$ cat config.mk
export PLATFORM = sky130hd
export DESIGN_NAME = key_scan_repeat_qualifier_unit
export DESIGN_NICKNAME = d
export VERILOG_FILES = /design/src/hdl/ksrq_pkg.sv /design/src/hdl/ksrq_key_encoder.sv /design/src/hdl/key_scan_repeat_qualifier_unit.sv
export SDC_FILE = /design/constraint.sdc
export NUM_CORES = 1
export LEC_CHECK = 0
export BUFFER_PORTS_ARGS = -buffer_cell sky130_fd_sc_hd__buf_2
export CELL_PAD_IN_SITES_DETAIL_PLACEMENT = 1
export CELL_PAD_IN_SITES_GLOBAL_PLACEMENT = 1
export CORE_MARGIN = 2
export CORE_UTILIZATION = 43
export DETAILED_ROUTE_END_ITERATION = 8
export GPL_TIMING_DRIVEN = 0
export PLACE_DENSITY_LB_ADDON = 0.25
export SLEW_MARGIN = 20
export SYNTH_ARGS = -nofsm -noshare
export SYNTH_HDL_FRONTEND = slang
export SYNTH_SLANG_ARGS = --single-unit
export TNS_END_PERCENT = 5
$ cat constraint.sdc
create_clock -name clk -period 4.4 [get_ports clk]
set_clock_uncertainty 0.05 [all_clocks]
set_input_delay 1.32 -clock clk [delete_from_list [all_inputs] [get_ports clk]]
set_output_delay 1.32 -clock clk [all_outputs]
set_load 0.02 [all_outputs]
$ cat src/hdl/ksrq_pkg.sv
package ksrq_pkg;

  // Number of key-matrix bytes that take part in a scan; only two exist.
  localparam int SCAN_BYTES = 2;
  localparam int SCAN_INPUTS = 2;
  localparam int SCAN_USED = (SCAN_BYTES > SCAN_INPUTS) ? SCAN_INPUTS :
                             ((SCAN_BYTES < 1) ? 1 : SCAN_BYTES);

  localparam int KEY_W = 4;
  localparam int CNT_W = 8;

  localparam logic [CNT_W-1:0] THRESH_RESET = 8'd3;
  localparam logic [CNT_W-1:0] HOLD_MAX     = 8'hFF;

  typedef logic [7:0]       scan_byte_t;
  typedef logic [KEY_W-1:0] key_code_t;
  typedef logic [CNT_W-1:0] hold_cnt_t;

  typedef struct packed {
    logic      found;
    key_code_t code;
  } key_hit_t;

endpackage

$ cat src/hdl/ksrq_key_encoder.sv
module ksrq_key_encoder (
  input  ksrq_pkg::scan_byte_t scan_low,
  input  ksrq_pkg::scan_byte_t scan_high,
  output ksrq_pkg::key_hit_t   hit
);
  import ksrq_pkg::*;

  scan_byte_t bytes [SCAN_INPUTS];

  function automatic logic [2:0] lowest_bit(input scan_byte_t b);
    logic [2:0] idx;
    idx = 3'd0;
    for (int i = 7; i >= 0; i--) begin
      if (b[i]) begin
        idx = i[2:0];
      end
    end
    return idx;
  endfunction

  assign bytes[0] = scan_low;
  assign bytes[1] = scan_high;

  // The later non-zero byte wins; the lowest set bit inside it picks the key.
  always_comb begin
    hit.found = 1'b0;
    hit.code  = '0;
    for (int pos = 0; pos < SCAN_USED; pos++) begin
      if (bytes[pos] != '0) begin
        hit.found = 1'b1;
        hit.code  = {pos[0], lowest_bit(bytes[pos])};
      end
    end
  end

endmodule

$ cat src/hdl/key_scan_repeat_qualifier_unit.sv
// Key scan qualifier with auto-repeat. Each input word is one scan of the
// key matrix (two bytes); the block reports a key code when a new key
// appears and again each time a held key's count exceeds cfg_wr_data as
// written to the repeat threshold (reset value 3). Empty scans forget the
// held key and produce nothing. A word is taken every cycle unless a result
// is waiting on a stalled output; its result, if any, reaches the output
// through an input register and a result register, with the encode and
// count update between them. The threshold should only be written while no
// scan is in flight.
module key_scan_repeat_qualifier_unit (
  input  logic                 clk,
  input  logic                 rst_n,
  input  logic                 cfg_wr_en,
  input  ksrq_pkg::hold_cnt_t  cfg_wr_data,
  input  logic                 in_valid,
  output logic                 in_stall,
  input  ksrq_pkg::scan_byte_t in_scan_low,
  input  ksrq_pkg::scan_byte_t in_scan_high,
  output logic                 out_valid,
  input  logic                 out_stall,
  output ksrq_pkg::key_code_t  out_key_code
);
  import ksrq_pkg::*;

  hold_cnt_t  thresh_r;
  logic       in_valid_r;
  scan_byte_t scan_low_r;
  scan_byte_t scan_high_r;
  key_code_t  last_key_r, last_key_nxt;
  logic       last_valid_r, last_valid_nxt;
  hold_cnt_t  hold_cnt_r, hold_cnt_nxt;
  logic       out_valid_r;
  key_code_t  out_key_r;

  key_hit_t   hit;
  logic       emit;
  logic       advance;
  hold_cnt_t  hold_base;

  ksrq_key_encoder u_enc (
    .scan_low  (scan_low_r),
    .scan_high (scan_high_r),
    .hit       (hit)
  );

  always_comb begin
    emit           = 1'b0;
    last_key_nxt   = last_key_r;
    last_valid_nxt = last_valid_r;
    hold_cnt_nxt   = hold_cnt_r;
    hold_base      = hold_cnt_r;
    if (!hit.found) begin
      last_key_nxt   = '0;
      last_valid_nxt = 1'b0;
      hold_cnt_nxt   = '0;
    end else if (!last_valid_r || last_key_r != hit.code) begin
      emit           = 1'b1;
      last_key_nxt   = hit.code;
      last_valid_nxt = 1'b1;
      hold_cnt_nxt   = '0;
    end else begin
      // A repeat restarts the count, which is then bumped to one.
      if (hold_cnt_r > thresh_r) begin
        emit      = 1'b1;
        hold_base = '0;
      end
      hold_cnt_nxt = (hold_base != HOLD_MAX) ? hold_base + 1'b1 : hold_base;
    end
  end

  // A scan without a result may always move on; one with a result needs room.
  assign advance  = in_valid_r && (!emit || !out_valid_r || !out_stall);
  assign in_stall = in_valid_r && !advance;

  always_ff @(posedge clk) begin
    if (!rst_n) begin
      thresh_r     <= THRESH_RESET;
      in_valid_r   <= 1'b0;
      last_key_r   <= '0;
      last_valid_r <= 1'b0;
      hold_cnt_r   <= '0;
      out_valid_r  <= 1'b0;
    end else begin
      if (cfg_wr_en) begin
        thresh_r <= cfg_wr_data;
      end
      if (!in_stall) begin
        in_valid_r <= in_valid;
      end
      if (advance) begin
        last_key_r   <= last_key_nxt;
        last_valid_r <= last_valid_nxt;
        hold_cnt_r   <= hold_cnt_nxt;
      end
      if (advance && emit) begin
        out_valid_r <= 1'b1;
      end else if (!out_stall) begin
        out_valid_r <= 1'b0;
      end
    end
  end

  always_ff @(posedge clk) begin
    if (!in_stall && in_valid) begin
      scan_low_r  <= in_scan_low;
      scan_high_r <= in_scan_high;
    end
    if (advance && emit) begin
      out_key_r <= hit.code;
    end
  end

  assign out_valid    = out_valid_r;
  assign out_key_code = out_key_r;

  a_empty_clears: assert property (@(posedge clk) disable iff (!rst_n)
    advance && !hit.found |=> !last_valid_r && hold_cnt_r == '0)
    else $error("empty scan did not clear the held key");

  a_new_key_emits: assert property (@(posedge clk) disable iff (!rst_n)
    advance && hit.found && (!last_valid_r || last_key_r != hit.code)
    |=> out_valid_r && out_key_r == $past(hit.code))
    else $error("new key was not reported");

  a_no_overwrite: assert property (@(posedge clk) disable iff (!rst_n)
    out_valid_r && out_stall |-> !(advance && emit))
    else $error("pending result overwritten");

endmodule

# [After elaboration in Yosys (flattened, before gate mapping)]
# Index checks and enable logic that the tools add are counted.
[classes] add_sub_neg=1 order_cmp=1 n_eq_ne=4 mux=33 n_reduce_logical=16
[op_table] operator="3-bit 2-to-1 mux" n=16
[op_table] operator="8-bit 2-to-1 mux" n=6
[op_table] operator="8-bit nonzero test" n=2
[op_table] operator="5-bit 2-to-1 mux" n=2
[op_table] operator="8-bit by 1-bit adder with 8-bit output (second input constant)" n=1
[op_table] operator="8-bit > comparator" n=1
[op_table] operator="4-bit 2-to-1 mux" n=2
[op_table] operator="8-bit != test (second input constant)" n=1
[op_table] operator="1-bit 2-to-1 mux" n=7
[op_table] operator="1-bit logical NOT" n=6
[op_table] operator="1-bit logical AND" n=4
[op_table] operator="2-bit by 1-bit != test with 1-bit output (second input constant)" n=2
[op_table] operator="4-bit != test" n=1
[op_table] operator="1-bit logical OR" n=3
[op_table] operator="2-bit AND reduction" n=1
[totals] register_bits=43 inputBits=29 out_inout_bits=6 word_cells=64

# [Longest topological paths before layout]
[logic_depth] ltp_word=22 mapped_depth=16 mapped_depth_nobuf=15

# [By module]
# Synthesis repeated with hierarchy kept, for this count alone.
[hier_totals] hier_cells=218 hier_area_um2=2193.4
[by_module_without_submodules] mod="key_scan_repeat_qualifier_unit" n_inst=1 cells_per_inst=191 area_per_inst_um2=2015.7 seq_area_each_um2=1061.0
[by_module_without_submodules] mod="ksrq_key_encoder" n_inst=1 cells_per_inst=27 area_per_inst_um2=177.7 seq_area_each_um2=0.0

# [Worst setup path before layout]
# OpenSTA, ideal clock, no wires.
[synth_timing] path_kind="register to output" start="reg scan_high_r[1]" end="out in_stall" arrival_time_ps=2294 t_required_ps=3030 slack_ps=736 stages_incl_launch_ff=9 path_buffers=0 cell_sequence="edfxtp_1 -> nor4_2 -> and2_1 -> inv_1 -> nor3_2 -> a21oi_4 -> xnor2_2 -> o311ai_0 -> nor2_1"
[synth_rtl] item="from (decl)" line_no="key_scan_repeat_qualifier_unit.sv:28" source="scan_byte_t scan_high_r;"
[synth_rtl] item="from (signal assigned)" line_no="key_scan_repeat_qualifier_unit.sv:106" source="scan_high_r <= in_scan_high;"
[synth_rtl] item="to (decl)" line_no="key_scan_repeat_qualifier_unit.sv:16" source="output logic in_stall,"

==> summary.txt <==
Route
  – Routed vias/inst: 5.365
  – Via Count: between 1500 and 2000
  – WL final: 4.753 mm
  – Drt pass-1 iters: 4
  – WL/cell: between 10 and 15 microns
  – Starting DRT DRC Count: 57
  – # DRC: 0
  – Antenna viol nets, final: 0

Clock tree
  – CTS root buf: clkbuf_8
  – Bufs on Longest Clock Path: 2
  – Clock sinks: 43
  – CTS tree: yes
  – H-tree depth: 2
  – Post-CTS setup buffers: 0
  – TritonCTS buffer count: 5
  – Reg clk slew, reported paths: 0.08 ns
  – Worst skew pair latency: between 0.2 and 0.3 ns

Finish
  – Utilization of the core after routing: a little over half
  – Most frequent cells in the layout: buf_2 (32), nor2_1 (26), dfxtp_1 (23), edfxtp_1 (20)
  – Commonest non-fill, non-tap cell in the layout: buf_2
  – Post-route design area: between 2000 and 3000 sq um
  – Share of cells above drive strength 1: 20.70%
  – Area growth syn-to-layout: 16.78%
  – # diodes: 0
  – Final #Nets: 293

Run status
  – Outcome: finished, final reports clean

Min path
  – Hold wc startpoint: thresh_r[1]
  – Hold depth: 2
  – HP Class: reg2reg
  – Hold EP: thresh_r[1]

Synth
  – Sequential share of the synthesized area: around 49%
  – Yosys top cell area share: approximately 28%
  – Syn Area/Cell: 9.940 sq um
  – Yosys reg bits: between 40 and 50
  – Most used DFF post-synth: dfxtp_1
  – Syn Inst Count: between 200 and 250
  – Synth cell types: 46
  – Asr flop ratio synth: 0%
  – Post-synth EDFFs: 20
  – Most area-consuming cells after synthesis: edfxtp_1 (28%), dfxtp_1 (21%), ha_1 (5.2%), mux2i_1 (5.1%), nor2_1 (4.5%)
  – Synthesized area: around 2100 sq um
  – Leading area contributor after synthesis: edfxtp_1
  – Syn nets: 254
  – Ys Warns: 0

Worst setup path
  – Slowest CP cell: edfxtp_1
  – CP Max Fanout: 7
  – Crit. End Element: primary output
  – Critical path's top delay family: simple AND/OR/NAND/NOR gates
  – Reg2reg start: hold_cnt_r[0]
  – Crit start category: register
  – R2R Setup Slk: between 0.8 and 0.9 ns
  – WP data required: 3.03 ns
  – CP Data Arrival Time: approximately 2.8 ns
  – WS Path Type: reg2out
  – R2R cell count: 15
  – Worst path max stage delay: approximately 0.43 ns
  – Critical path, cell by cell: nor4_2 > and2_1 > a32o_1 > xnor2_1 > nand3_1 > o311ai_4 > nor2_1 > buf_2
  – Buf/Inv on CP: 1
  – Critical R2R Capture: hold_cnt_r[1]

Floorplanning
  – Starting Density: between 40% and 50%
  – FP Rows: 25
  – Die Span Y: about 75 microns
  – DIE AREA: 5574 sq um
  – Io pins: 35
  – Core ar.: ~4800 sq um
  – DIE WIDTH: around 75 microns

Timing
  – Crit share post-route: approximately 95%
  – Max Transition Viols Final: 0
  – Endpoints failing hold: 0
  – Slew @ Worst Pin: 0.7928 ns
  – Tmin final: between 4 and 5 ns
  – # setup viols final: 0
  – Fmax: ~0.24 GHz
  – Slew headroom: between 40% and 50%

Global route
  – Global-route wire length before repair: around 8.0 mm
  – Total global routing overflow: 0
  – Vias in the first global route: approximately 1800
  – Largest net degree at the start of global routing: 17
  – Overall Global Routing Usage: 19.04%
  – Initial antenna violation count: 0

Placed design
  – Hpwl dp: approximately 3.7 mm
  – Port Buffers: 32
  – Final GP Congestion: ~0.76
  – Dpl cell area: approximately 2400 sq um

Pwr
  – Sequential share of power: 58.0%
  – P_leak: 0.9606 nW
  – Logic pwr share: 10.3%
  – Pwr dens: 311.0 nW/um^2
  – Int Power: around 0.0006 W
  – Power share of the clock group: about a third
  – Max VDD drop: 0.1869 mV
  – Net Switching: between 0.00015 and 0.0002 W
  – Switching Share: between 20% and 30%

Run
  – Max_cap viols: 0
## synth_stat cells, types with 2 or more instances
library cell and number:
nor4_2 2, xnor2_1 2, edfxtp_1 20, nor4_1 2
o31ai_1 3, or4_1 2, dfxtp_1 23, inv_1 19
nand3_1 8, mux2i_1 11, a211oi_1 2, clkbuf_1 4
o21ai_0 4, or3_1 2, o211ai_1 2, nand2_1 19
nand4_1 3, and2_1 2, nor2_1 26, a21oi_1 19
o21a_1 2, or4_4 2, mux2_2 2, nor2b_1 5
ha_1 9
## worst min-delay path, stage by stage (launching register included)
cell and delay, ns:
dfxtp_1 0.30, inv_1 0.07, o211ai_1 0.08
## how the worst max path moves through the flow
stage,from,endpoint,slack (ns),depth (start not counted)
final,scan_high_r[1],in_stall,0.24,8
after global routing,scan_high_r[1],in_stall,-0.01,9
after CTS,scan_high_r[1],in_stall,0.12,9
after detailed placement,scan_high_r[1],in_stall,0.33,9
after global placement,scan_high_r[1],in_stall,0.38,9
after floorplan,scan_high_r[1],in_stall,0.74,8
## what timing repair did
item                                   in CTS  in global routing
gates resized for setup                     1                  3
setup endpoints to repair                   1                  1
endpoints found under the hold margin       0                  0
hold buffers                                0                  0
pin swaps                                   0                  0
## cell families (layout without fill, tap and decap cells)
logic type               after synthesis  in the layout  share of synthesized area, %
XOR/XNOR                               3              3                         1.574
multiplexers                          13             13                         6.177
AO/OA/AOI/OAI                         46             46                         14.57
flip-flops                            43             43                         49.42
adder cells (fa/ha/maj)                9              9                         5.245
AND/OR/NAND/NOR                       79             79                         19.00
buffers and inverters                 23             63                         4.021
## layer usage
metal  routed length (microns)  up-vias  track usage, %
met5                         0        -               0
met4                        29        0           5.159
met3                       141        4           4.284
met2                      2308       29           30.58
met1                      2273      840           26.15
li1                          -      860               -
## state kept, by name, indices dropped and copies added, names as in the netlist
register,count
thresh_r,8
scan_high_r,8
out_valid,1
last_valid_r,1
in_valid_r,1
last_key_r,4
scan_low_r,8
out_key_code,4
hold_cnt_r,8
## power by group through the flow
stage | sequential, W | clock (W) | combinational [W]
final | 0.000452 | 0.000248 | 0.0000802
after global routing | 0.000455 | 0.000269 | 0.0000908
after CTS | 0.000452 | 0.000253 | 0.0000780
after detailed placement | 0.000461 | 0 | 0.0000776
after global placement | 0.000460 | 0 | 0.0000740
after floorplan | 0.000461 | 0 | 0.0000474
## cell type report
type	instances	area, sq um
inverter	19	71.32
timing repair buffer	32	160.2
clock buffer	6	72.57
multi-input combinational	150	1031
tap	67	83.83
buffer	4	15.01
clock inverter	2	12.51
sequential	43	1061
fill	572	2247
## metrics by stage
stage               hold WS (ns)  total power, W  std cells  setup WS (ns)  setup TNS (ns)
finish                    0.4485       0.0007799        323         0.2419               0
global placement          0.4233       0.0005338        315         0.3822               0
floorplan                 0.3988       0.0005081        216         0.7358               0
CTS                       0.4549       0.0007828        323         0.1206               0
global route              0.4964       0.0008155        323       -0.01213        -0.01213
detailed placement        0.4321       0.0005382        315         0.3288               0
Note: power is estimated with default switching activity, not from simulation.
